===== src/rtl/core/x86tlb_pkg.sv =====
// ----------------------------------------------------------------------------
// x86tlb_pkg
// Shared types, codes and helpers of the paging unit and its TLB.
// ----------------------------------------------------------------------------
package x86tlb_pkg;

  localparam int TLB_ENTRIES_DEF = 1024;
  localparam int CFG_ADDR_W      = 3;
  localparam int CFG_DATA_W      = 32;
  localparam int IN_DATA_W       = 72;
  localparam int OUT_DATA_W      = 136;

  localparam logic [31:0] PG_A_BIT     = 32'h0000_0020;
  localparam logic [31:0] PG_D_BIT     = 32'h0000_0040;
  localparam logic [31:0] PG_AD_BITS   = 32'h0000_0060;
  localparam logic [31:0] PG_PS_BIT    = 32'h0000_0080;
  localparam logic [31:0] PG_BIG_MASK  = 32'hFFC0_0000;
  localparam logic [31:0] PG_MID_MASK  = 32'h003F_F000;
  localparam logic [31:0] PG_FRM_MASK  = 32'hFFFF_F000;

  typedef enum logic [2:0] {
    CFG_PAGING     = 3'd0,
    CFG_WP         = 3'd1,
    CFG_PSE        = 3'd2,
    CFG_DIR_BASE   = 3'd3,
    CFG_FRAME_MASK = 3'd4
  } cfg_idx_t;

  typedef enum logic [1:0] {
    OP_TRANSLATE  = 2'd0,
    OP_DATA       = 2'd1,
    OP_FLUSH_ALL  = 2'd2,
    OP_FLUSH_PAGE = 2'd3
  } op_t;

  typedef enum logic [1:0] {
    K_DONE  = 2'd0,
    K_FAULT = 2'd1,
    K_READ  = 2'd2,
    K_WRITE = 2'd3
  } kind_t;

  typedef enum logic [1:0] {
    PH_IDLE  = 2'd0,
    PH_DIR   = 2'd1,
    PH_TABLE = 2'd2,
    PH_DIRTY = 2'd3
  } phase_t;

  typedef enum logic [1:0] {
    BS_CLEAR = 2'd0,
    BS_IDLE  = 2'd1,
    BS_LOOK  = 2'd2,
    BS_OUT   = 2'd3
  } bstate_t;

  typedef struct packed {
    logic        paging;
    logic        wp;
    logic        pse;
    logic [19:0] dir_base;
    logic [31:0] frame_mask;
  } cfg_t;

  typedef struct packed {
    op_t         op;
    logic [31:0] lin;
    logic        is_write;
    logic        is_user;
    logic [31:0] data;
  } item_t;

  typedef struct packed {
    kind_t       kind;
    logic [31:0] addr;
    logic [31:0] wdata;
    logic [31:0] phys;
    logic [2:0]  code;
    logic [31:0] faddr;
  } res_t;

  typedef struct packed {
    logic [19:0] vpn;
    logic [19:0] frame;
    logic [31:0] ploc;
    logic [2:0]  rights;
  } ent_t;

  typedef struct packed {
    logic clearing;
  } bstat_t;

  function automatic res_t mk_res(kind_t k, logic [31:0] a, logic [31:0] wd,
                                  logic [31:0] ph, logic [2:0] c, logic [31:0] fa);
    res_t r;
    r.kind  = k;
    r.addr  = a;
    r.wdata = wd;
    r.phys  = ph;
    r.code  = c;
    r.faddr = fa;
    return r;
  endfunction

  // acc bit0 write, bit1 user
  function automatic logic refused(logic w, logic u, logic [1:0] acc, logic wp);
    logic r;
    r = 1'b0;
    if (acc[1] && !u) r = 1'b1;
    if (acc[0] && !w && (acc[1] || wp)) r = 1'b1;
    return r;
  endfunction

endpackage


===== src/rtl/core/x86tlb_front.sv =====
// ----------------------------------------------------------------------------
// x86tlb_front
// Accepts requests, works out the TLB slot and queues them for the back end.
// ----------------------------------------------------------------------------
module x86tlb_front #(
  parameter int TLB_ENTRIES = x86tlb_pkg::TLB_ENTRIES_DEF,
  parameter int IDX_W       = $clog2(TLB_ENTRIES)
) (
  input  logic                clk,
  input  logic                rst_n,
  input  logic                in_valid,
  output logic                in_ready,
  input  x86tlb_pkg::item_t   in_item,
  input  x86tlb_pkg::bstat_t  bstat,
  output logic                q_valid,
  output x86tlb_pkg::item_t   q_item,
  output logic [IDX_W-1:0]    q_slot,
  input  logic                q_pop
);
  import x86tlb_pkg::*;

  localparam int          SH         = 20 + IDX_W;
  localparam logic [63:0] RECIP_FULL = ((64'd1 << SH) + 64'(TLB_ENTRIES) - 64'd1)
                                       / 64'(TLB_ENTRIES);
  localparam logic [21:0] RECIP      = RECIP_FULL[21:0];
  localparam logic [19:0] N20        = 20'(TLB_ENTRIES);

  logic        s1_valid_r, s1_valid_nxt;
  item_t       s1_item_r;
  logic [41:0] s1_prod_r;

  logic [19:0] quo;
  logic [39:0] qn;
  logic [19:0] rem_raw;
  logic [19:0] rem_fix;
  logic        push;

  item_t            fifo_item_r [2];
  logic [IDX_W-1:0] fifo_slot_r [2];
  logic             wptr_r, rptr_r;
  logic [1:0]       cnt_r;

  assign in_ready = !s1_valid_r && !bstat.clearing;
  assign push     = s1_valid_r && (cnt_r != 2'd2);

  // slot = vpn mod entries, via reciprocal
  assign quo     = 20'(s1_prod_r >> SH);
  assign qn      = quo * N20;
  assign rem_raw = s1_item_r.lin[31:12] - qn[19:0];
  assign rem_fix = (rem_raw >= N20) ? rem_raw - N20 : rem_raw;

  always_comb begin
    s1_valid_nxt = s1_valid_r;
    if (in_valid && in_ready) s1_valid_nxt = 1'b1;
    else if (push) s1_valid_nxt = 1'b0;
  end

  always_ff @(posedge clk) begin
    if (!rst_n) begin
      s1_valid_r <= 1'b0;
    end else begin
      s1_valid_r <= s1_valid_nxt;
    end
  end

  always_ff @(posedge clk) begin
    if (in_valid && in_ready) begin
      s1_item_r <= in_item;
      s1_prod_r <= in_item.lin[31:12] * RECIP;
    end
  end

  always_ff @(posedge clk) begin
    if (!rst_n) begin
      wptr_r <= 1'b0;
      rptr_r <= 1'b0;
      cnt_r  <= 2'd0;
    end else begin
      if (push) wptr_r <= !wptr_r;
      if (q_pop) rptr_r <= !rptr_r;
      cnt_r <= cnt_r + {1'b0, push} - {1'b0, q_pop};
    end
  end

  always_ff @(posedge clk) begin
    if (push) begin
      fifo_item_r[wptr_r] <= s1_item_r;
      fifo_slot_r[wptr_r] <= rem_fix[IDX_W-1:0];
    end
  end

  assign q_valid = (cnt_r != 2'd0);
  assign q_item  = fifo_item_r[rptr_r];
  assign q_slot  = fifo_slot_r[rptr_r];

endmodule


===== config.mk =====
export PLATFORM = sky130hd
export DESIGN_NAME = x86tlb_front
export DESIGN_NICKNAME = d
export VERILOG_FILES = /design/src/rtl/core/x86tlb_pkg.sv /design/src/rtl/core/x86tlb_front.sv
export SDC_FILE = /design/constraint.sdc
export NUM_CORES = 1
export LEC_CHECK = 0
export ABC_AREA = 1
export ABC_CLOCK_PERIOD_IN_PS = 7500
export BUFFER_PORTS_ARGS = -buffer_cell sky130_fd_sc_hd__buf_4
export CAP_MARGIN = 20
export CORE_MARGIN = 2
export CORE_UTILIZATION = 58
export DETAILED_ROUTE_END_ITERATION = 12
export PLACE_DENSITY_LB_ADDON = 0.15
export SETUP_SLACK_MARGIN = 0.15
export SLEW_MARGIN = 15
export SYNTH_ARGS = -nofsm -noshare
export SYNTH_HDL_FRONTEND = slang
export SYNTH_SLANG_ARGS = --single-unit
export TNS_END_PERCENT = 10

===== constraint.sdc =====
create_clock -name clk -period 7.5 [get_ports clk]
set_clock_uncertainty 0.1 [all_clocks]
set_input_delay 1.5 -clock clk [delete_from_list [all_inputs] [get_ports clk]]
set_output_delay 1.5 -clock clk [all_outputs]
set_load 0.05 [all_outputs]

==> summary.md <==
| Metric | Value |
|---|---|
| Root buf cell | sky130_fd_sc_hd__clkbuf_16 |
| CTS tree | yes |
| Multi-input combinational cell area | 977 um^2 |
| Io pins | 153 |
| Final wirelength | 11700 um |
| Worst Hold Class | reg -> reg |
| Transition time at the pin with the least slew margin | between 1 and 1.5 ns |
| Crit. End Element | output pin |
| Buffers from clock root to sink, at most | 3 |
| Upper clock frequency limit | 265 MHz |
| Cell types with the largest area share after synthesis | sky130_fd_sc_hd__edfxtp_1 (83%), sky130_fd_sc_hd__mux2_2 (7.3%), sky130_fd_sc_hd__mux2_4 (4.1%) |
| Buffers inserted during post-CTS setup optimization | 0 |
| Remaining DRCs | 0 |
| Setup repair after global routing missed its margin | no |
| Worst setup path category | reg -> out |
| CP startpoint kind | register |
| Data arrival time of the critical path | 2.17 ns |
| Number of buffer cells added on primary ports | 152 |
| Area fraction of the dominant cell type after synthesis | 0.830 |
| Detailed router's first-iteration violation count | 241 |
| Total grt overflow | 0 |
| Final Critical Period | 3.77 ns |
| Endpoints failing setup | 0 |
| Rel. slew slack | 0.312 |
| Insertion delay to the later sink of the worst-skew pair | between 0.4 and 0.5 ns |
| Yosys top cell by area | sky130_fd_sc_hd__edfxtp_1 |
| Met1 wire length | 4680 um |
| Post-synth top flop | sky130_fd_sc_hd__edfxtp_1 |
| Core box area | 0.0125 mm^2 |
| Die extent in y | 117 um |
| Maximum number of pins on one net before global-route repair | 69 |
| Width of the die | 117 um |
| Mean instance size in the synthesized netlist | 22.4 um^2 |
| Count of pins over their slew limit | 0 |
| GRT Util Overall | 0.166 |
| Number of antenna-violating nets in the routed design | 0 |
| Seq/Total Area, Yosys | 0.847 |
| Fillers | 790 |
| Post-CTS Hold Fix Bufs | 0 |
| Routed length per placed instance | 17.3 um |
| Initial cell density of the core | 0.589 |
| Fraction of layout cells with a size suffix above 1 | 0.506 |
| Gate count of the mapped netlist | 330 |
| Total Die Area | about 0.014 mm^2 |
| Post-DP HPWL | between 7000 and 8000 um |
| Post-layout net count | 563 |
| Highest routed layer | met4 |
| Combined flip-flop and latch cell area | 0.00625 mm^2 |
| Summed negative setup slack over all endpoints | 0 ns |
| Number of warning messages in the yosys log | 0 |
| Routed wire length on met2 | 5850 um |
| Met3 wire len | 816 um |
| Number of iterations in the first detailed-routing pass | 4 |
| Clock Pin Slew Worst Setup and Hold Paths | 0.06 ns |
| PD cells | about 270 mW/mm^2 |
| Synth cell count leaders | sky130_fd_sc_hd__edfxtp_1 (204), sky130_fd_sc_hd__mux2_2 (48), sky130_fd_sc_hd__mux2_4 (20), sky130_fd_sc_hd__nand2_1 (14), sky130_fd_sc_hd__buf_4 (10) |
| Antenna violations before repair | 0 |
| Clock sink count | 210 |
| Final hold slack | 0.343 ns |
| Post-layout total power | 2.49 mW |
| Post-cts gate resize count | 0 |
| Antenna diode count | 0 |
| Result of the run | finished clean |
| Routability congestion estimate | 0.707 |
| Leading cell type by number of instances after synthesis | sky130_fd_sc_hd__edfxtp_1 |
| H-tree depth reported by CTS | 1 |
| Number of buffers created by CTS | 20 |
| Number of distinct library cell variants in the gate-level netlist after synthesis | 15 |
| Total number of placement rows | 41 |
| Leakage power summed over all cells | about 3.4 nW |
| Via total after detailed routing | 3394 |
| Seq cells post-synth | 210 |
| Number of flops mapped to enable cells by yosys | roughly 200 |
| Count of max-cap constraint violations | 0 |
| Area growth, synth to finish | 25.0% |
| DR vias/cell | a little over 5 |
| Crit share post-route | 0.502 |
| Number of global-route vias before repair | 3432 |
| Global-route wire length before repair | approximately 17000 um |
| Hold Vio Cnt, Final | 0 |
| Maximum fanout encountered on the critical timing path | 68 |
| Worst IR Drop VDD | 213 uV |
| Synthesized netlist net count | 404 |
| Post-Synthesis Cell Area | approximately 0.0074 mm^2 |
| Data required time of the critical path | slightly below 6 ns |
| Fraction of registers with async set or reset after synthesis | 0 |
==> per-layer routing <==
layer / GRT usage / up-vias
li1: - / 1580
met1: 0.208 / 1667
met2: 0.284 / 120
met3: 0.0469 / 27
met4: 0.0541 / 0
met5: 0 / -
==> path summary, 6_finish.rpt <==
kind	from	to	slack (ns)	cells past startpoint
min	s1_item_r[39]	fifo_item_r[1][39]	0.34	0
max	register	q_slot[7]	3.73	2
min reg2reg	s1_item_r[39]	fifo_item_r[1][39]	0.34	0
max reg2reg	cnt_r[0]	fifo_item_r[0][28]	5.11	5
==> where the power goes <==
part | internal, mW | switching [mW] | total (mW)
Sequential | 1.33 | 0.0244 | 1.35
Combinational | 0.0925 | 0.151 | 0.243
Clock | 0.512 | 0.384 | 0.897
Total | 1.93 | 0.560 | 2.49
==> registers in the layout (all words and copies together), names as in the netlist, named ones only <==
register / cells
rptr_r: 1
wptr_r: 1
s1_item_r: 68
cnt_r: 2
s1_valid_r: 1
fifo_item_r: 136
==> cell families after synthesis <==
| logic type | after synthesis | synth area share |
|---|---|---|
| flops | 210 | 0.847 |
| mux | 68 | 0.114 |
| simple gates | 25 | 0.0131 |
| buf+inv | 24 | 0.0231 |
| compound gates | 2 | 0.00170 |
| fa+ha+maj | 1 | 0.00170 |
==> cells in the final DEF, fill, tap and decap left out, types with 5 or more instances in the layout <==
master | netlist | routed
sky130_fd_sc_hd__dfxtp_1 | 6 | 5
sky130_fd_sc_hd__clkbuf_16 | 0 | 21
sky130_fd_sc_hd__nand2_1 | 14 | 14
sky130_fd_sc_hd__nor2_1 | 9 | 7
sky130_fd_sc_hd__inv_1 | 6 | 5
sky130_fd_sc_hd__mux2_2 | 48 | 48
sky130_fd_sc_hd__buf_4 | 10 | 155
sky130_fd_sc_hd__mux2_4 | 20 | 20
sky130_fd_sc_hd__clkbuf_1 | 0 | 5
sky130_fd_sc_hd__edfxtp_1 | 204 | 204
==> final cells by class <==
| type | count | share of cell area |
|---|---|---|
| Multi-Input combinational cell | 96 | 0.106 |
| Inverter | 6 | 0.00244 |
| Tap cell | 172 | 0.0233 |
| Sequential cell | 210 | 0.678 |
| Clock buffer | 26 | 0.0590 |
| Clock inverter | 9 | 0.00543 |
| Timing Repair Buffer | 155 | 0.126 |
==> worst max-delay path: stages (launching register included) <==
cell and delay [ns]:
sky130_fd_sc_hd__dfxtp_4 1.03, sky130_fd_sc_hd__mux2_2 0.44, sky130_fd_sc_hd__buf_4 0.20
==> metrics by stage <==
stage           util  instances  instance area [um^2]  setup WS (ns)
2_1_floorplan      -        330                  7380           3.29
3_3_place_gp   0.689        639                  8630           3.97
3_5_place_dp   0.689        639                  8630           3.97
4_1_cts        0.737        674                  9220           3.65
5_1_grt        0.737        674                  9220           3.60
6_report       0.737        674                  9220           3.73
No activity file was read; power rests on OpenSTA's default activity.
